<file path="src/sv/pctd_pkg.sv">
package pctd_pkg;

    // Table geometry and field widths.
    localparam int TABLE_ENTRIES = 16;
    localparam int IDX_W         = $clog2(TABLE_ENTRIES);
    localparam int MAX_CODE_LEN  = 16;
    localparam int CODE_W        = 16;
    localparam int LEN_W         = 5;
    localparam int SYMBOL_BITS   = 8;
    localparam int SYM_W         = 8;
    localparam int INDEX_FIELD_W = 4;
    localparam int STATUS_W      = 2;

    // Item opcodes.
    localparam logic OP_LOAD = 1'b0;
    localparam logic OP_DATA = 1'b1;

    // Result status codes.
    localparam logic [STATUS_W-1:0] STAT_SYMBOL   = 2'd0;
    localparam logic [STATUS_W-1:0] STAT_OVERFLOW = 2'd1;
    localparam logic [STATUS_W-1:0] STAT_LEFTOVER = 2'd2;

    // One stored table entry.
    typedef struct packed {
        logic [CODE_W-1:0] code;
        logic [LEN_W-1:0]  length;
        logic [SYM_W-1:0]  symbol;
    } entry_t;

    localparam int ENTRY_W = $bits(entry_t);

    // Pending codeword handed to the compare unit.
    typedef struct packed {
        logic [CODE_W-1:0] bits;
        logic [LEN_W-1:0]  length;
    } pending_t;

endpackage

</file>
<file path="src/sv/pctd_in_if.sv">
interface pctd_in_if
    import pctd_pkg::*;
();
    logic                     valid;
    logic                     ready;
    logic                     opcode;
    logic [INDEX_FIELD_W-1:0] entry_index;
    logic [LEN_W-1:0]         entry_length;
    logic [CODE_W-1:0]        entry_code;
    logic [SYM_W-1:0]         entry_symbol;
    logic                     data_bit;
    logic                     stream_last;

    modport source (
        output valid, opcode, entry_index, entry_length, entry_code, entry_symbol,
               data_bit, stream_last,
        input  ready
    );

    modport sink (
        input  valid, opcode, entry_index, entry_length, entry_code, entry_symbol,
               data_bit, stream_last,
        output ready
    );
endinterface

</file>
<file path="src/sv/pctd_out_if.sv">
interface pctd_out_if
    import pctd_pkg::*;
();
    logic                valid;
    logic                ready;
    logic [SYM_W-1:0]    symbol_out;
    logic [STATUS_W-1:0] status;
    logic                end_of_stream;

    modport source (
        output valid, symbol_out, status, end_of_stream,
        input  ready
    );

    modport sink (
        input  valid, symbol_out, status, end_of_stream,
        output ready
    );
endinterface

</file>
<file path="src/sv/pctd_ram.sv">
module pctd_ram #(
    parameter int WIDTH = 8,
    parameter int DEPTH = 16
) (
    input  logic                     clk,
    input  logic                     wr_en,
    input  logic [$clog2(DEPTH)-1:0] wr_addr,
    input  logic [WIDTH-1:0]         wr_data,
    input  logic [$clog2(DEPTH)-1:0] rd_addr,
    output logic [WIDTH-1:0]         rd_data
);

    logic [WIDTH-1:0] mem [DEPTH];

    // One write port and one registered read port.
    always_ff @(posedge clk)
    begin
        if (wr_en)
        begin
            mem[wr_addr] <= wr_data;
        end
        rd_data <= mem[rd_addr];
    end

endmodule

</file>
<file path="src/sv/pctd_cmp.sv">
module pctd_cmp
    import pctd_pkg::*;
(
    input  entry_t   entry,
    input  logic     entry_valid,
    input  pending_t pending,
    output logic     hit
);

    logic [CODE_W-1:0] len_mask;
    logic              len_ok;

    // Only the low bits up to the entry length take part in the compare.
    assign len_mask = ~({CODE_W{1'b1}} << entry.length);

    // An entry of length zero or beyond the maximum never matches.
    assign len_ok = (entry.length != '0)
                 && (entry.length <= LEN_W'(MAX_CODE_LEN))
                 && (entry.length == pending.length);

    assign hit = entry_valid && len_ok && ((entry.code & len_mask) == pending.bits);

endmodule

</file>
<file path="src/sv/prefix_code_table_decoder_core.sv">
// Channel  Modport  Moves
// -------  -------  -----------------------------------------------
// cmd      sink     load items (table writes) and coded data bits
// res      source   decoded symbols, overflow and leftover reports
//
// A load item leaves the block in its idle state, so it stays ready. A data
// bit starts a scan: the transfer cycle issues the first table read, then
// one entry per cycle, unless a stalled result holds it, goes through the
// table RAM's single read port into the shared compare unit until a match
// or the last entry.
// Reset clears the valid marks and the pending codeword at once; there is
// no clearing pass. A stalled result holds the scan on its final entry.
module prefix_code_table_decoder_core
    import pctd_pkg::*;
(
    input  logic       clk,
    input  logic       rst_n,
    pctd_in_if.sink    cmd,
    pctd_out_if.source res
);

    localparam logic S_IDLE = 1'b0;
    localparam logic S_SCAN = 1'b1;

    logic                     state_reg, state_next;
    logic [IDX_W-1:0]         cnt_reg, cnt_next;
    pending_t                 pend_reg, pend_next;
    logic                     last_reg, last_next;
    logic [TABLE_ENTRIES-1:0] valid_reg, valid_next;
    logic                     out_valid_reg, out_valid_next;
    logic [SYM_W-1:0]         out_sym_reg, out_sym_next;
    logic [STATUS_W-1:0]      out_stat_reg, out_stat_next;
    logic                     out_eos_reg, out_eos_next;

    logic             accept;
    logic             load_en;
    logic [IDX_W-1:0] rd_addr;
    entry_t           wr_entry;
    entry_t           rd_entry;
    logic             hit;
    logic             last_entry;
    logic             overflow;
    logic             finish;
    logic             has_res;
    logic             slot_free;
    logic             hold;

    assign cmd.ready = (state_reg == S_IDLE);
    assign accept    = cmd.valid && cmd.ready;
    assign load_en   = accept && (cmd.opcode == OP_LOAD)
                    && ({{(32-INDEX_FIELD_W){1'b0}}, cmd.entry_index} < TABLE_ENTRIES);

    // Entry to store; the symbol is cut to its configured width.
    always_comb
    begin
        wr_entry.code   = cmd.entry_code;
        wr_entry.length = cmd.entry_length;
        wr_entry.symbol = cmd.entry_symbol & SYM_W'((1 << SYMBOL_BITS) - 1);
    end

    pctd_ram #(
        .WIDTH (ENTRY_W),
        .DEPTH (TABLE_ENTRIES)
    ) u_table (
        .clk     (clk),
        .wr_en   (load_en),
        .wr_addr (cmd.entry_index[IDX_W-1:0]),
        .wr_data (wr_entry),
        .rd_addr (rd_addr),
        .rd_data (rd_entry)
    );

    pctd_cmp u_cmp (
        .entry       (rd_entry),
        .entry_valid (valid_reg[cnt_reg]),
        .pending     (pend_reg),
        .hit         (hit)
    );

    // Scan decisions for the entry now at the RAM output.
    assign last_entry = (cnt_reg == IDX_W'(TABLE_ENTRIES - 1));
    assign overflow   = (pend_reg.length >= LEN_W'(MAX_CODE_LEN));
    assign finish     = (state_reg == S_SCAN) && (hit || last_entry);
    assign has_res    = hit || overflow || last_reg;
    assign slot_free  = !out_valid_reg || res.ready;
    assign hold       = finish && has_res && !slot_free;

    // Read address: first entry on a new bit, the same entry while held.
    always_comb
    begin
        if (state_reg == S_IDLE)
        begin
            rd_addr = '0;
        end
        else if (hold)
        begin
            rd_addr = cnt_reg;
        end
        else
        begin
            rd_addr = cnt_reg + 1'b1;
        end
    end

    // Sequencer and result register.
    always_comb
    begin
        state_next     = state_reg;
        cnt_next       = cnt_reg;
        pend_next      = pend_reg;
        last_next      = last_reg;
        valid_next     = valid_reg;
        out_valid_next = out_valid_reg && !res.ready;
        out_sym_next   = out_sym_reg;
        out_stat_next  = out_stat_reg;
        out_eos_next   = out_eos_reg;

        if (load_en)
        begin
            valid_next[cmd.entry_index[IDX_W-1:0]] = 1'b1;
        end

        case (state_reg)
            S_IDLE:
            begin
                if (accept && (cmd.opcode == OP_DATA))
                begin
                    pend_next.bits   = {pend_reg.bits[CODE_W-2:0], cmd.data_bit};
                    pend_next.length = pend_reg.length + 1'b1;
                    last_next        = cmd.stream_last;
                    cnt_next         = '0;
                    state_next       = S_SCAN;
                end
            end
            S_SCAN:
            begin
                if (!finish)
                begin
                    cnt_next = cnt_reg + 1'b1;
                end
                else if (!hold)
                begin
                    state_next = S_IDLE;
                    if (has_res)
                    begin
                        out_valid_next = 1'b1;
                        out_eos_next   = last_reg;
                        pend_next      = '0;
                        if (hit)
                        begin
                            out_sym_next  = rd_entry.symbol;
                            out_stat_next = STAT_SYMBOL;
                        end
                        else if (overflow)
                        begin
                            out_sym_next  = '0;
                            out_stat_next = STAT_OVERFLOW;
                        end
                        else
                        begin
                            out_sym_next  = '0;
                            out_stat_next = STAT_LEFTOVER;
                        end
                    end
                end
            end
            default:
            begin
                state_next = S_IDLE;
            end
        endcase
    end

    // Control registers.
    always_ff @(posedge clk or negedge rst_n)
    begin
        if (!rst_n)
        begin
            state_reg     <= S_IDLE;
            cnt_reg       <= '0;
            pend_reg      <= '0;
            last_reg      <= 1'b0;
            valid_reg     <= '0;
            out_valid_reg <= 1'b0;
        end
        else
        begin
            state_reg     <= state_next;
            cnt_reg       <= cnt_next;
            pend_reg      <= pend_next;
            last_reg      <= last_next;
            valid_reg     <= valid_next;
            out_valid_reg <= out_valid_next;
        end
    end

    // Result payload.
    always_ff @(posedge clk)
    begin
        out_sym_reg  <= out_sym_next;
        out_stat_reg <= out_stat_next;
        out_eos_reg  <= out_eos_next;
    end

    assign res.valid         = out_valid_reg;
    assign res.symbol_out    = out_sym_reg;
    assign res.status        = out_stat_reg;
    assign res.end_of_stream = out_eos_reg;

endmodule

</file>
<file path="src/flat_wrapper.sv">
// flat-port wrapper written by rule: the top's interface ports become plain ports
module prefix_code_table_decoder_core_flat import pctd_pkg::*;
  (clk, rst_n, cmd_valid, cmd_opcode, cmd_entry_index, cmd_entry_length, cmd_entry_code, cmd_entry_symbol, cmd_data_bit, cmd_stream_last, cmd_ready, res_valid, res_symbol_out, res_status, res_end_of_stream, res_ready);
  pctd_in_if cmd_i ();
  pctd_out_if res_i ();
  input  logic clk;
  input  logic rst_n;
  input wire logic [$bits(cmd_i.valid)-1:0] cmd_valid;
  input wire logic [$bits(cmd_i.opcode)-1:0] cmd_opcode;
  input wire logic [$bits(cmd_i.entry_index)-1:0] cmd_entry_index;
  input wire logic [$bits(cmd_i.entry_length)-1:0] cmd_entry_length;
  input wire logic [$bits(cmd_i.entry_code)-1:0] cmd_entry_code;
  input wire logic [$bits(cmd_i.entry_symbol)-1:0] cmd_entry_symbol;
  input wire logic [$bits(cmd_i.data_bit)-1:0] cmd_data_bit;
  input wire logic [$bits(cmd_i.stream_last)-1:0] cmd_stream_last;
  output wire logic [$bits(cmd_i.ready)-1:0] cmd_ready;
  output wire logic [$bits(res_i.valid)-1:0] res_valid;
  output wire logic [$bits(res_i.symbol_out)-1:0] res_symbol_out;
  output wire logic [$bits(res_i.status)-1:0] res_status;
  output wire logic [$bits(res_i.end_of_stream)-1:0] res_end_of_stream;
  input wire logic [$bits(res_i.ready)-1:0] res_ready;
  assign cmd_i.valid = cmd_valid;
  assign cmd_i.opcode = cmd_opcode;
  assign cmd_i.entry_index = cmd_entry_index;
  assign cmd_i.entry_length = cmd_entry_length;
  assign cmd_i.entry_code = cmd_entry_code;
  assign cmd_i.entry_symbol = cmd_entry_symbol;
  assign cmd_i.data_bit = cmd_data_bit;
  assign cmd_i.stream_last = cmd_stream_last;
  assign cmd_ready = cmd_i.ready;
  assign res_valid = res_i.valid;
  assign res_symbol_out = res_i.symbol_out;
  assign res_status = res_i.status;
  assign res_end_of_stream = res_i.end_of_stream;
  assign res_i.ready = res_ready;
  prefix_code_table_decoder_core u_core (.clk(clk), .rst_n(rst_n), .cmd(cmd_i), .res(res_i));
endmodule
</file>
<file path="config.mk">
export PLATFORM = sky130hd
export DESIGN_NAME = prefix_code_table_decoder_core_flat
export DESIGN_NICKNAME = d
export VERILOG_FILES = /design/src/sv/pctd_pkg.sv /design/src/sv/pctd_in_if.sv /design/src/sv/pctd_out_if.sv /design/src/sv/pctd_ram.sv /design/src/sv/pctd_cmp.sv /design/src/sv/prefix_code_table_decoder_core.sv /design/src/flat_wrapper.sv
export SDC_FILE = /design/constraint.sdc
export NUM_CORES = 1
export LEC_CHECK = 0
export ABC_CLOCK_PERIOD_IN_PS = 5000
export BUFFER_PORTS_ARGS = -buffer_cell sky130_fd_sc_hd__buf_4
export CAP_MARGIN = 20
export CORE_MARGIN = 2
export CORE_UTILIZATION = 50
export DETAILED_ROUTE_END_ITERATION = 6
export PLACE_DENSITY = 0.71
export SKIP_CTS_REPAIR_TIMING = 1
export SYNTH_ARGS = -nofsm -noshare
export SYNTH_HDL_FRONTEND = slang
export SYNTH_SLANG_ARGS = --single-unit
</file>
<file path="constraint.sdc">
create_clock -name clk -period 5 [get_ports clk]
set_input_delay 0.5 -clock clk [delete_from_list [all_inputs] [get_ports clk]]
set_output_delay 0.5 -clock clk [all_outputs]
set_load 0.005 [all_outputs]
</file>
### After elaboration in Yosys (flattened, before gate mapping)

Memory sizes are Yosys's and may differ from the RTL's. A register that Yosys moved wholly into a read port is not among the register bits.
Index checks and enable logic that the tools add are counted.

* latch bits: 0
* input bits: 40
* memory bits (read-only): 0
* memories: 1
* RAM bits: 464
* output and inout bits: 13
* bits in registers: 55

* magnitude comparators: 5
* shifts and indexed selects: 1
* $mul: 0
* divide/modulo/power cells: 0
* equality and inequality tests: 8
* reductions and logical operators: 24
* bitwise logic cells: 6
* multiplexer cells: 25
* add/subtract/negate cells: 2

Memories
* u_core.u_table.mem: words 16, bits a word 29, read ports 1, clocked after Yosys merged registers in 1, write ports 1, line pctd_ram.sv:13 `logic [WIDTH-1:0] mem [DEPTH];`

Operator list (count)
* $mux W21: 4
* $pmux W21 S2: 1
* $and A16 B16 Y16: 1
* $eq A16 B16 Y1: 1
* $mux W4: 4
* $not A16 Y16: 1
* $or A16 B16 Y16: 1
* $shl A16 B5 Y16 const A: 1
* $logic_and A1 B1 Y1: 12
* $mux W1: 11
* $lt A4 B5 Y1 const B: 2
* $ne A2 B2 Y1 const B: 5
* $pmux W4 S2: 1
* $reduce_and A4 Y1: 2
* $add A5 B1 Y5 const B: 1
* $eq A5 B5 Y1: 1
* $ge A5 B5 Y1 const B: 1
* $le A5 B5 Y1 const B: 1
* $reduce_bool A5 Y1: 1
* $add A4 B1 Y4 const B: 1
* $bmux W1 S4: 1
* $demux W1 S4: 1
* $eq A4 B4 Y1 const B: 1
* $ge A4 B1 Y1 const B: 1
* 6 further kinds: 14

### Longest topological paths before layout

Gate-level depths: netlist (run 1).

* depth after elaboration: 12
* gate-level depth with buffers: 14
* gate-level depth less buffers: 10

### By module

From an unflattened synthesis (run 1), not the netlist that was laid out.

* cell total of the unflattened synthesis: 1067
* area, all modules: 21067.7 µm²

Modules (own cells, without submodules)
* pctd_ram: area an instance 18032.3 µm², instances 1, cells each 761, seq. area each 14513.9 µm²
* prefix_code_table_decoder_core: area an instance 2468.6 µm², instances 1, cells each 225, seq. area each 1431.4 µm²
* pctd_cmp: area an instance 566.8 µm², instances 1, cells each 81, seq. area each 0.0 µm²

### Worst setup path after synthesis (run 1)

No wires, ideal clock.

* path type: register to register
* from: register u_core.state_reg
* to: memory u_core.u_table.mem[8][0] (netlist name), enable pin
* setup slack: 1.248 ns
* stages on the path, launching flop included: 7
* clock period less this slack: 3.752 ns
* library setup time: 0.453 ns
* required time: 4.547 ns
* data arrival time: 3.299 ns
* cells stage by stage: dfrtp_1 inv_1 clkbuf_1 nand2_1 nor3b_1 nand2b_1 nor3_1

* cells in the longest elaborated chain, start to end: 5

Ends and longest elaborated chain
* from (decl): line prefix_code_table_decoder_core.sv:25 `logic state_reg, state_next;`
* from (signal assigned): line prefix_code_table_decoder_core.sv:188 `state_reg <= state_next;`
* $not A1 Y1 (no line)
* $logic_and A1 B1 Y1: line prefix_code_table_decoder_core.sv:49 `assign accept = cmd.valid && cmd.ready;`
* $logic_and A1 B1 Y1: line prefix_code_table_decoder_core.sv:50 `assign load_en = accept && (cmd.opcode == OP_LOAD)`
* $mux W1: line pctd_ram.sv:18 `if (wr_en)`
* $mux W1 (not written as such): line pctd_ram.sv:20 `mem[wr_addr] <= wr_data;`
* to (decl): line pctd_ram.sv:13

Every way passes these cells.

### Worst setup path after layout (run 1)

* from: register u_core.u_table.rd_data[12], read port of u_core.u_table.mem
* to: register u_core.u_table.rd_data[9], read port of u_core.u_table.mem

* cells in the longest elaborated chain, start to end: 11

Ends and longest elaborated chain
* from (decl): line pctd_ram.sv:10 `output logic [WIDTH-1:0] rd_data`
* $shl A16 B5 Y16 (tied with other cells): line pctd_cmp.sv:14 `assign len_mask = ~({CODE_W{1'b1}} << entry.length);`
* $not A16 Y16 / $logic_and A1 B1 Y1 (equally long branches): line pctd_cmp.sv:14, pctd_cmp.sv:18
* $and A16 B16 Y16 / $logic_and A1 B1 Y1 (equally long branches): line pctd_cmp.sv:21, pctd_cmp.sv:19
* $eq A16 B16 Y1 / $logic_and A1 B1 Y1 (equally long branches): line pctd_cmp.sv:21 `assign hit = entry_valid && len_ok && ((entry.code & len_mask) == pending.bits);`
* $logic_and A1 B1 Y1 (*): line pctd_cmp.sv:21
* $logic_or A1 B1 Y1 (on tied branches): line prefix_code_table_decoder_core.sv:83, prefix_code_table_decoder_core.sv:84
* $logic_and A1 B1 Y1 / $logic_or A1 B1 Y1 (equally long branches): line prefix_code_table_decoder_core.sv:83, prefix_code_table_decoder_core.sv:84
* $logic_and A1 B1 Y1 (*) (2 in a row): line prefix_code_table_decoder_core.sv:86 `assign hold = finish && has_res && !slot_free;`
* $mux W4 (*): line prefix_code_table_decoder_core.sv:95 `else if (hold)`
* $mux W4 (*): line prefix_code_table_decoder_core.sv:91 `if (state_reg == S_IDLE)`

Every way passes the cells marked *; elsewhere a longest branch is shown, timed or not.
A chain may end at the register's enable or synchronous reset.

==> results of run 1 <==
==> worst max path at each step <==
stage | from | to | depth (start not counted)
after CTS | u_core.u_table.rd_data[12]$_DFF_P_ | u_core.u_table.rd_data[9]$_DFF_P_ | 11
after global placement | u_core.u_table.rd_data[12]$_DFF_P_ | u_core.u_table.rd_data[9]$_DFF_P_ | 11
final | u_core.u_table.rd_data[12]$_DFF_P_ | u_core.u_table.rd_data[9]$_DFF_P_ | 11
after global routing | u_core.u_table.rd_data[12]$_DFF_P_ | u_core.u_table.rd_data[9]$_DFF_P_ | 11
after detailed placement | u_core.u_table.rd_data[12]$_DFF_P_ | u_core.u_table.rd_data[9]$_DFF_P_ | 11
after floorplan | u_core.state_reg$_DFF_PN0_ | u_core.u_table.mem[8][0]$_DFFE_PP_ | 6
==> power groups by stage <==
stage	sequential [uW]	combinational, uW	clock, uW
final	5630	5470	3720
after global routing	5660	6020	3940
after CTS	5620	5480	3770
after detailed placement	5710	5460	0
after global placement	5710	5310	0
after floorplan	5490	4060	0
==> worst max-delay path, stage by stage, from the launching register on <==
cell,delay [ns]
sky130_fd_sc_hd__dfxtp_1,0.65
sky130_fd_sc_hd__o21ai_0,0.23
sky130_fd_sc_hd__a211oi_1,0.28
sky130_fd_sc_hd__or4b_1,0.48
sky130_fd_sc_hd__nor4_1,0.39
sky130_fd_sc_hd__a31oi_1,0.31
sky130_fd_sc_hd__o21ai_1,0.30
sky130_fd_sc_hd__nand3b_4,0.51
sky130_fd_sc_hd__buf_4,0.44
sky130_fd_sc_hd__a211oi_1,0.28
sky130_fd_sc_hd__a311oi_1,0.11
sky130_fd_sc_hd__or4_1,0.59
==> per-stage QoR <==
stage / std cells / power, uW / utilization
6_report: 2197 / 14800 / 0.573
3_3_place_gp: 2098 / 11000 / 0.536
4_1_cts: 2195 / 14900 / 0.573
3_5_place_dp: 2098 / 11200 / 0.536
2_1_floorplan: 1524 / 9560 / -
5_1_grt: 2196 / 15600 / 0.573
==> cells in the final DEF (no fill, tap or decap), types with 16 or more instances in the layout <==
master / n
sky130_fd_sc_hd__a211oi_1: 120
sky130_fd_sc_hd__a311oi_1: 114
sky130_fd_sc_hd__and2_1: 112
sky130_fd_sc_hd__buf_4: 82
sky130_fd_sc_hd__clkbuf_1: 19
sky130_fd_sc_hd__clkbuf_16: 53
sky130_fd_sc_hd__dfrtp_1: 44
sky130_fd_sc_hd__dfxtp_1: 29
sky130_fd_sc_hd__edfxtp_1: 475
sky130_fd_sc_hd__nand2_1: 281
sky130_fd_sc_hd__o21ai_0: 29
sky130_fd_sc_hd__or2_2: 16
sky130_fd_sc_hd__or4_1: 29
==> layout make-up <==
type | instances | area share
Clock buffer | 78 | 0.0601
Sequential cell | 548 | 0.647
Timing Repair Buffer | 95 | 0.0351
Tap cell | 585 | 0.0297
Multi-Input combinational cell | 862 | 0.222
Inverter | 9 | 0.00137
Antenna cell | 1 | 0.000102
Clock inverter | 19 | 0.00503
==> logic make-up after synthesis <==
kind of cell    Yosys count
compound gates          303
simple gates            534
buf+inv                 114
flops                   548
fa+ha+maj                 3
mux                       9
xor+xnor                 13
==> routing by layer <==
| layer | share of wire | vias to the layer above | track usage |
|---|---|---|---|
| met2 | 0.46 | 448 | 0.348 |
| li1 | - | 5919 | - |
| met3 | 0.079 | 92 | 0.0406 |
| met1 | 0.43 | 6424 | 0.321 |
| met5 | 0.00052 | - | 0 |
| met4 | 0.025 | 4 | 0.0781 |
==> results.md, run 1 <==
| Item | This run |
|:---|:---|
| Die Footprint | 45,200 um^2 |
| Min Hold Slack | 0.141 ns |
| Outcome | complete, no violations |
| Worst IR Drop VDD | 744 uV |
| Worst setup slack after placement | 0.433 ns |
| Register-to-register path setup slack | 0.29 ns |
| Via count of the first global-routing pass | 12,478 |
| Number of antenna violations at the first check in global routing | 3 |
| Clock slew at reported path FFs | 0.06 ns |
| Number of hold-slack violations in the final timing report | 0 |
| Synthesized area | 21,700 um^2 |
| Cell count after synthesis | 1,524 |
| Part of the total power dissipated in the clock network | 0.251 |
| Average wire length per cell after detail routing | 22.8 um |
| Worst setup slack after layout | 0.293 ns |
| Most common cell in the netlist | sky130_fd_sc_hd__edfxtp_1 |
| Critical Path End Type | flop |
| Area of the multi-input gates | 5460 um^2 |
| Logic pwr share | 0.369 |
| CTS tree | done |
| Detailed Route Iter0 Violations | 1,659 |
| Clock period minus final worst setup slack | 4.71 ns |
| Slew @ Worst Pin | 0.797 ns |
| Synth Area in XOR/XNOR | 0.00524 |
| RSZ-0062 raised after global routing | no |
| Largest family of logic cells by synthesized area | simple AND/OR/NAND/NOR gates |
| Classification of the worst setup path | flop to flop |
| MaxCap Viol Count | 0 |
| Horiz. Die Dim | 213 um |
| Worst max-slew margin expressed relative to the limit | 0.468 |
| # IOs | 53 |
| Vias per cell | 5.87 |
| Post-synthesis compound-gate area fraction | 0.109 |
| Proportion of layout cells with a drive suffix above 1 | 0.135 |
| Maximum clock frequency | 212 MHz |
| Post-layout net count | 1,612 |
| Worst setup SP type | flop |
| Worst Hold Class | input port to flop |
| Min-Delay Endpoint | u_core.last_reg$_DFFE_PN0P_ |
| Fraction of power consumed by sequential logic | 0.380 |
| Average instance area after synthesis | 14.3 um^2 |
| Unique masters post-synth | 63 |
| Sink count of the clock tree | 548 |
| Placed wire-length estimate | 26,000 um |
| Int Pwr | 9390 uW |
| FF-to-FF Start | u_core.u_table.rd_data[12]$_DFF_P_ |
| Setup Viol. Count Final | 0 |
| List of most frequent post-synthesis cells | 475 x sky130_fd_sc_hd__edfxtp_1, 281 x sky130_fd_sc_hd__nand2_1, 121 x sky130_fd_sc_hd__a211oi_1 |
| Buffer levels on the longest clock path | 3 |
| Placeable core area | 43,000 um^2 |
| Switching share of total power | 0.366 |
| Final instance area | 24,600 um^2 |
| Synth Area in Simple Gates | 0.121 |
| Count of cells along the worst register-to-register path | 11 |
| Number of instances on the worst hold path | 2 |
| Biggest area consumer among synthesized cells | sky130_fd_sc_hd__edfxtp_1 |
| Cells taking the most area after synthesis | sky130_fd_sc_hd__edfxtp_1 66%, sky130_fd_sc_hd__dfrtp_1 5.1%, sky130_fd_sc_hd__nand2_1 4.9% |
| TritonCTS Buffers | 53 |
| Number of input and output port buffers inserted | 52 |
| Reported net switching power | 5430 uW |
| Source of the worst hold timing path | cmd_stream_last |
| Area taken by flip-flops and latches | 15,900 um^2 |
| Drt drc | 0 |
| Residual antenna-violating net count after detailed routing | 0 |
| Post-synthesis adder-cell area fraction | 0.00173 |
| Number of enable-type register cells in the synthesized netlist | 475 |
| Number of synthesized register bits | 548 |
| DR pass1 iterations | 5 |
| Accumulated negative setup slack | 0 ns |
| Yosys synthesis warning count | 0 |
| Sequential cell area fraction in the yosys report | 0.734 |
| Floorplan die height | 213 um |
| Fill cell count | 3,353 |
| Aggregate routed wire length | 50,000 um |
| Global placement routability congestion | 0.851 |
| Top FF cell, synth | sky130_fd_sc_hd__edfxtp_1 |
| Worst Skew | 0.0172 ns |
| H-tree Lvls | 2 |
| Worst EP required | 5.45 ns |
| Maximum number of pins on one net before global-route repair | 139 |
| Post-place instance area | 23,000 um^2 |
| Initial core utilization | 0.506 |
| Clock latency at the later pin of the worst-skew pair | 0.59 ns |
| Global-route congestion overflow total | 0 |
| Endpoint of the lowest-slack register-to-register path | u_core.u_table.rd_data[9]$_DFF_P_ |
| Post-synthesis mux area share | 0.00668 |
| Ratio of total power to cell area | 601 nW/um^2 |
| First-pass GRT wire length | 74,900 um |
| Number of flip-flops under the largest register name | 464 |
| Final worst path period share | 0.941 |
| Net count after synthesis | 1,567 |
| Crit path DAT | 5.15 ns |
| Slew Viols, Final | 0 |
| Global router's overall resource usage | 0.224 |
| LEAKAGE | 0.00815 uW |
| P&R area growth vs syn | 13.4% |
| Post-synth top area share | 0.656 |
| Row cnt | 76 |
| CP max FO | 37 |
| Clock tree root driver cell | sky130_fd_sc_hd__clkbuf_16 |
| Share of synthesized flip-flops with an asynchronous set or reset | 0.0803 |
| Via count | 12,887 |
Power figures use the tool's default switching activity.
==> run 2, diff against run 1 <==
--- a/config.mk
+++ b/config.mk
@@ -7,8 +7,7 @@
 export LEC_CHECK = 0
 export ABC_CLOCK_PERIOD_IN_PS = 5000
 export BUFFER_PORTS_ARGS = -buffer_cell sky130_fd_sc_hd__buf_4
-export CAP_MARGIN = 20
-export CORE_MARGIN = 2
+export CORE_MARGIN = 10
 export CORE_UTILIZATION = 50
 export DETAILED_ROUTE_END_ITERATION = 6
 export PLACE_DENSITY = 0.71
==> results.md, run 2 (same netlist as run 1, synthesis figures left out) <==
| Item | This run |
|:---|:---|
| Outcome | complete, no violations |
| Row cnt | 76 |
| Metal2 WL | 23,500 um |
| Average wire length per cell after detail routing | 22.8 um |
| Clock tree root driver cell | sky130_fd_sc_hd__clkbuf_16 |
| Clock slew at reported path FFs | 0.06 ns |
| Metal1 wirelength | 21,600 um |
| Worst setup SP type | flop |
| Number of input and output port buffers inserted | 52 |
| Maximum number of pins on one net before global-route repair | 91 |
| Critical-path top delay cell | sky130_fd_sc_hd__o21ai_4 |
| Crit path DAT | 5.02 ns |
| CTS tree | done |
| Number of flip-flops under the largest register name | 464 |
| Sink count of the clock tree | 548 |
| Die Footprint | 52,200 um^2 |
| Clock period minus final worst setup slack | 4.57 ns |
| Via count | 13,169 |
| Largest delay share family, worst path | compound AO/OA/AOI/OAI gates |
| Number of hold-slack violations in the final timing report | 0 |
| Uppermost signal routing layer after detailed routing | met5 |
| TritonCTS Buffers | 53 |
| Min Hold Slack | 0.125 ns |
| Total power draw | 15,100 uW |
| Post-layout net count | 1,619 |
| Buffer levels on the longest clock path | 3 |
| LEAKAGE | 0.00823 uW |
| Number of antenna violations at the first check in global routing | 4 |
| Final instance area | 24,800 um^2 |
| MaxCap Viol Count | 0 |
| Worst path cell trace | o21ai_0 -> a211oi_1 -> or4b_1 -> nor4_1 -> a31oi_1 -> o31ai_2 -> nor2_1 -> o21ai_4 -> buf_4 -> a311oi_1 -> or4_1 |
| Clock latency at the later pin of the worst-skew pair | 0.60 ns |
| CP max FO | 19 |
| Drt drc | 0 |
| Delay of the slowest cell on the worst path | 0.66 ns |
| Global-route congestion overflow total | 0 |
| First-pass GRT wire length | 77,600 um |
| Via count of the first global-routing pass | 12,887 |
| Critical Path End Type | flop |
| Worst EP required | 5.45 ns |
| Floorplan die height | 229 um |
| H-tree Lvls | 2 |
| Accumulated negative setup slack | 0 ns |
| Amount of wire on met3 after detailed routing | 3670 um |
| Worst setup slack after layout | 0.428 ns |
| Slew Viols, Final | 0 |
| Most common cell after layout, fill and taps aside | sky130_fd_sc_hd__edfxtp_1 |
| Global router's overall resource usage | 0.191 |
| Proportion of layout cells with a drive suffix above 1 | 0.145 |
| Post-place instance area | 23,000 um^2 |
| Setup Viol. Count Final | 0 |
| Worst path bufs/invs | 1 |
| DR pass1 iterations | 5 |
| Worst setup slack after placement | 0.504 ns |
| Detailed Route Iter0 Violations | 1,442 |
| Worst Hold Class | input port to flop |
| Placed wire-length estimate | 28,200 um |
| Ratio of total power to cell area | 608 nW/um^2 |
| Aggregate routed wire length | 50,400 um |
| Worst max-slew margin expressed relative to the limit | 0.273 |
| Placeable core area | 43,100 um^2 |
| P&R area growth vs syn | 14.2% |
| Vias per cell | 5.97 |
| Classification of the worst setup path | flop to flop |
| RSZ-0062 raised after global routing | no |
| Most frequent cells in the layout | 475 x sky130_fd_sc_hd__edfxtp_1, 281 x sky130_fd_sc_hd__nand2_1, 120 x sky130_fd_sc_hd__a211oi_1, 114 x sky130_fd_sc_hd__a311oi_1, 112 x sky130_fd_sc_hd__and2_1 |
| Residual antenna-violating net count after detailed routing | 0 |
| Final worst path period share | 0.914 |
| Horiz. Die Dim | 229 um |
| Global placement routability congestion | 0.868 |
| Initial core utilization | 0.505 |
| # IOs | 53 |
| Slew @ Worst Pin | 1.09 ns |
| Worst IR Drop VDD | 432 uV |
| Maximum clock frequency | 219 MHz |
| Worst Skew | 0.0164 ns |
run 2: area by class of cell:
cell class | count | area, um^2
Multi-Input combinational cell | 862 | 5460
Clock buffer | 76 | 1520
Antenna cell | 1 | 2.50
Sequential cell | 548 | 15900
Fill cell | 3282 | 18300
Tap cell | 585 | 732
Timing Repair Buffer | 102 | 881
Inverter | 9 | 33.8
Clock inverter | 24 | 243
run 2: worst paths after layout:
path	from	endpoint	slack (ns)	depth (start not counted)
max reg2reg	u_core.u_table.rd_data[12]$_DFF_P_	u_core.u_table.rd_data[9]$_DFF_P_	0.43	11
max in group asynchronous	rst_n	u_core.pend_reg[15]$_DFFE_PN0P_	4.12	2
min reg2reg	u_core.valid_reg[0]$_DFFE_PN0P_	u_core.valid_reg[0]$_DFFE_PN0P_	0.46	1
min	cmd_stream_last	u_core.last_reg$_DFFE_PN0P_	0.13	2
max	u_core.u_table.rd_data[12]$_DFF_P_	u_core.u_table.rd_data[9]$_DFF_P_	0.43	11
min in group asynchronous	rst_n	u_core.valid_reg[7]$_DFFE_PN0P_	0.47	2
run 2: metal layers:
metal	vias to the layer above	global-route usage
met5	-	0
met4	4	0.0681
met3	104	0.0391
met2	506	0.298
met1	6616	0.261
li1	5939	-
run 2: per-stage QoR:
step                cells  utilization
floorplan            1524            -
global placement     2105        0.535
detailed placement   2105        0.535
CTS                  2205        0.576
global route         2206        0.576
finish               2207        0.576
run 2: where the power goes:
group | internal [uW] | switching [uW] | leakage (uW) | total, uW
logic | 1980 | 3490 | 0.00231 | 5470
registers | 5280 | 344 | 0.00508 | 5630
clock network | 2320 | 1660 | 0.000845 | 3980
total | 9580 | 5500 | 0.00823 | 15100
==> run 3, diff against run 2 <==
--- a/config.mk
+++ b/config.mk
@@ -7,11 +7,14 @@
 export LEC_CHECK = 0
 export ABC_CLOCK_PERIOD_IN_PS = 5000
 export BUFFER_PORTS_ARGS = -buffer_cell sky130_fd_sc_hd__buf_4
+export CELL_PAD_IN_SITES_DETAIL_PLACEMENT = 0
+export CELL_PAD_IN_SITES_GLOBAL_PLACEMENT = 2
 export CORE_MARGIN = 10
-export CORE_UTILIZATION = 50
+export CORE_UTILIZATION = 45
 export DETAILED_ROUTE_END_ITERATION = 6
-export PLACE_DENSITY = 0.71
+export PLACE_DENSITY = 0.83
 export SKIP_CTS_REPAIR_TIMING = 1
+export SLEW_MARGIN = 25
 export SYNTH_ARGS = -nofsm -noshare
 export SYNTH_HDL_FRONTEND = slang
 export SYNTH_SLANG_ARGS = --single-unit
==> results.md, run 3 (same netlist as run 1, synthesis figures left out) <==
| Item | This run |
|:---|:---|
| Number of antenna violations at the first check in global routing | 3 |
| Routing usage on met2 | 0.293 |
| Sink count of the clock tree | 548 |
| Min-Delay Endpoint | u_core.last_reg$_DFFE_PN0P_ |
| Worst path bufs/invs | 1 |
| Worst path cell trace | o21ai_0 -> a211oi_1 -> or4b_1 -> nor4_1 -> a31oi_1 -> or3_4 -> o211ai_4 -> buf_4 -> a311oi_1 -> or4_1 |
| First-pass GRT wire length | 80,200 um |
| Post-layout net count | 1,622 |
| Setup Viol. Count Final | 0 |
| Fill cell count | 3,863 |
| RSZ-0062 raised after global routing | no |
| Most common cell after layout, fill and taps aside | sky130_fd_sc_hd__edfxtp_1 |
| Placeable core area | 47,700 um^2 |
| Number of instances on the worst hold path | 2 |
| Horiz. Die Dim | 240 um |
| FF-to-FF Start | u_core.u_table.rd_data[12]$_DFF_P_ |
| Worst setup SP type | flop |
| Peak-usage layer in the global routing report | met2 |
| Classification of the worst setup path | flop to flop |
| P&R area growth vs syn | 14.5% |
| Most frequent cells in the layout | 475 x sky130_fd_sc_hd__edfxtp_1, 281 x sky130_fd_sc_hd__nand2_1, 120 x sky130_fd_sc_hd__a211oi_1, 114 x sky130_fd_sc_hd__a311oi_1, 112 x sky130_fd_sc_hd__and2_1 |
| Global placement routability congestion | 0.800 |
| Drt drc | 0 |
| Int Pwr | 9610 uW |
| Largest delay share family, worst path | simple AND/OR/NAND/NOR gates |
| Aggregate routed wire length | 52,900 um |
| Worst Skew | 0.0233 ns |
| Worst IR Drop VDD | 447 uV |
| CP max FO | 21 |
| MaxCap Viol Count | 0 |
| Worst max-slew margin expressed relative to the limit | 0.315 |
| Placed wire-length estimate | 28,600 um |
| Accumulated negative setup slack | 0 ns |
| Via count of the first global-routing pass | 12,537 |
| Switching share of total power | 0.368 |
| Outcome | complete, no violations |
| Global router's overall resource usage | 0.185 |
| Critical-path top delay cell | sky130_fd_sc_hd__o211ai_4 |
| DR pass1 iterations | 5 |
| Global routing usage on met1 | 0.260 |
| Ratio of total power to cell area | 611 nW/um^2 |
| Detailed Route Iter0 Violations | 1,026 |
| Clock period minus final worst setup slack | 4.40 ns |
| Slew @ Worst Pin | 1.02 ns |
| Die Footprint | 57,500 um^2 |
| Critical Path End Type | flop |
| Area taken by flip-flops and latches | 15,900 um^2 |
| Initial core utilization | 0.455 |
| Source of the worst hold timing path | cmd_stream_last |
| Reported net switching power | 5610 uW |
| Buffer levels on the longest clock path | 3 |
| Count of cells along the worst register-to-register path | 10 |
| Register-to-register path setup slack | 0.60 ns |
| Residual antenna-violating net count after detailed routing | 0 |
| Logic pwr share | 0.366 |
| Met3 track utilization from global routing | 0.0270 |
| Delay of the slowest cell on the worst path | 0.81 ns |
| Clock latency at the later pin of the worst-skew pair | 0.62 ns |
| CTS tree | done |
| Part of the total power dissipated in the clock network | 0.263 |
| Clock slew at reported path FFs | 0.06 ns |
| Via count | 12,877 |
| Maximum clock frequency | 227 MHz |
| Global-route congestion overflow total | 0 |
| Area of the multi-input gates | 5460 um^2 |
| Row cnt | 80 |
| Number of input and output port buffers inserted | 52 |
| Worst Hold Class | input port to flop |
| Crit path DAT | 4.87 ns |
| # IOs | 53 |
| Vias per cell | 5.74 |
| Fraction of power consumed by sequential logic | 0.371 |
| Slew Viols, Final | 0 |
| Worst EP required | 5.48 ns |
| Number of hold-slack violations in the final timing report | 0 |
| TritonCTS Buffers | 56 |
| Floorplan die height | 240 um |
| Average wire length per cell after detail routing | 23.6 um |
| LEAKAGE | 0.00826 uW |
| Clock tree root driver cell | sky130_fd_sc_hd__clkbuf_16 |
| Proportion of layout cells with a drive suffix above 1 | 0.141 |
| Final worst path period share | 0.880 |
| Endpoint of the lowest-slack register-to-register path | u_core.u_table.rd_data[21]$_DFF_P_ |
| Final core occ | 0.521 |
| Number of flip-flops under the largest register name | 464 |
| H-tree Lvls | 2 |
| Maximum number of pins on one net before global-route repair | 104 |
[run 3: cell count changes in the layout (fill, tap and decap cells not counted), moves of 2 or more]
| cell | previous run | this run |
|---|---|---|
| sky130_fd_sc_hd__buf_12 | 9 | 11 |
| sky130_fd_sc_hd__clkinv_1 | 3 | 10 |
| sky130_fd_sc_hd__buf_4 | 92 | 90 |
| sky130_fd_sc_hd__clkinv_4 | 2 | 0 |
| sky130_fd_sc_hd__clkinv_8 | 0 | 3 |
| sky130_fd_sc_hd__clkinvlp_4 | 6 | 3 |
| sky130_fd_sc_hd__clkbuf_1 | 15 | 18 |
[run 3: worst max-delay path by stage]
| stage | startpoint | end | slack, ns | cells past startpoint |
|---|---|---|---|---|
| floorplan | u_core.state_reg$_DFF_PN0_ | u_core.u_table.mem[8][0]$_DFFE_PP_ | 1.25 | 6 |
| global placement | u_core.u_table.rd_data[12]$_DFF_P_ | u_core.u_table.rd_data[13]$_DFF_P_ | 0.64 | 10 |
| detailed placement | u_core.u_table.rd_data[12]$_DFF_P_ | u_core.u_table.rd_data[15]$_DFF_P_ | 0.61 | 10 |
| CTS | u_core.u_table.rd_data[12]$_DFF_P_ | u_core.u_table.rd_data[15]$_DFF_P_ | 0.59 | 10 |
| global route | u_core.u_table.rd_data[12]$_DFF_P_ | u_core.u_table.rd_data[15]$_DFF_P_ | 0.39 | 11 |
| finish | u_core.u_table.rd_data[12]$_DFF_P_ | u_core.u_table.rd_data[21]$_DFF_P_ | 0.60 | 10 |
[run 3: power groups by stage]
| stage | logic, uW | clock network (uW) | registers, uW |
|---|---|---|---|
| 3_3_place_gp | 5540 | 0 | 5720 |
| 2_1_floorplan | 4060 | 0 | 5490 |
| 5_1_grt | 6200 | 4280 | 5680 |
| 3_5_place_dp | 5630 | 0 | 5730 |
| 6_report | 5570 | 4010 | 5640 |
| 4_1_cts | 5640 | 4080 | 5640 |
[run 3: stage by stage]
step	setup slack, ns	hold WS [ns]	total power (uW)	cell area [um^2]	std cells
after CTS	0.595	-0.126	15400	24900	2240
after global routing	0.388	0.115	16200	24900	2242
after detailed placement	0.607	0.449	11400	23100	2135
final	0.602	0.131	15200	24900	2243
after global placement	0.639	0.447	11300	23100	2135
after floorplan	1.25	0.204	9560	21700	1524
[run 3: final cells by class]
cell class,instances,share of cell area
diodes,2,0.000201
clock buffers,79,0.0618
clock inverters,26,0.00940
inverters,9,0.00136
multi-input cells,862,0.219
flip-flops and latches,548,0.641
well taps,615,0.0309
repair buffers,102,0.0364
[run 3: layer usage]
metal	wire length, um	vias to the layer above
met3	2400	79
met4	1130	2
met2	24900	315
met5	13	-
li1	-	5948
met1	24500	6533
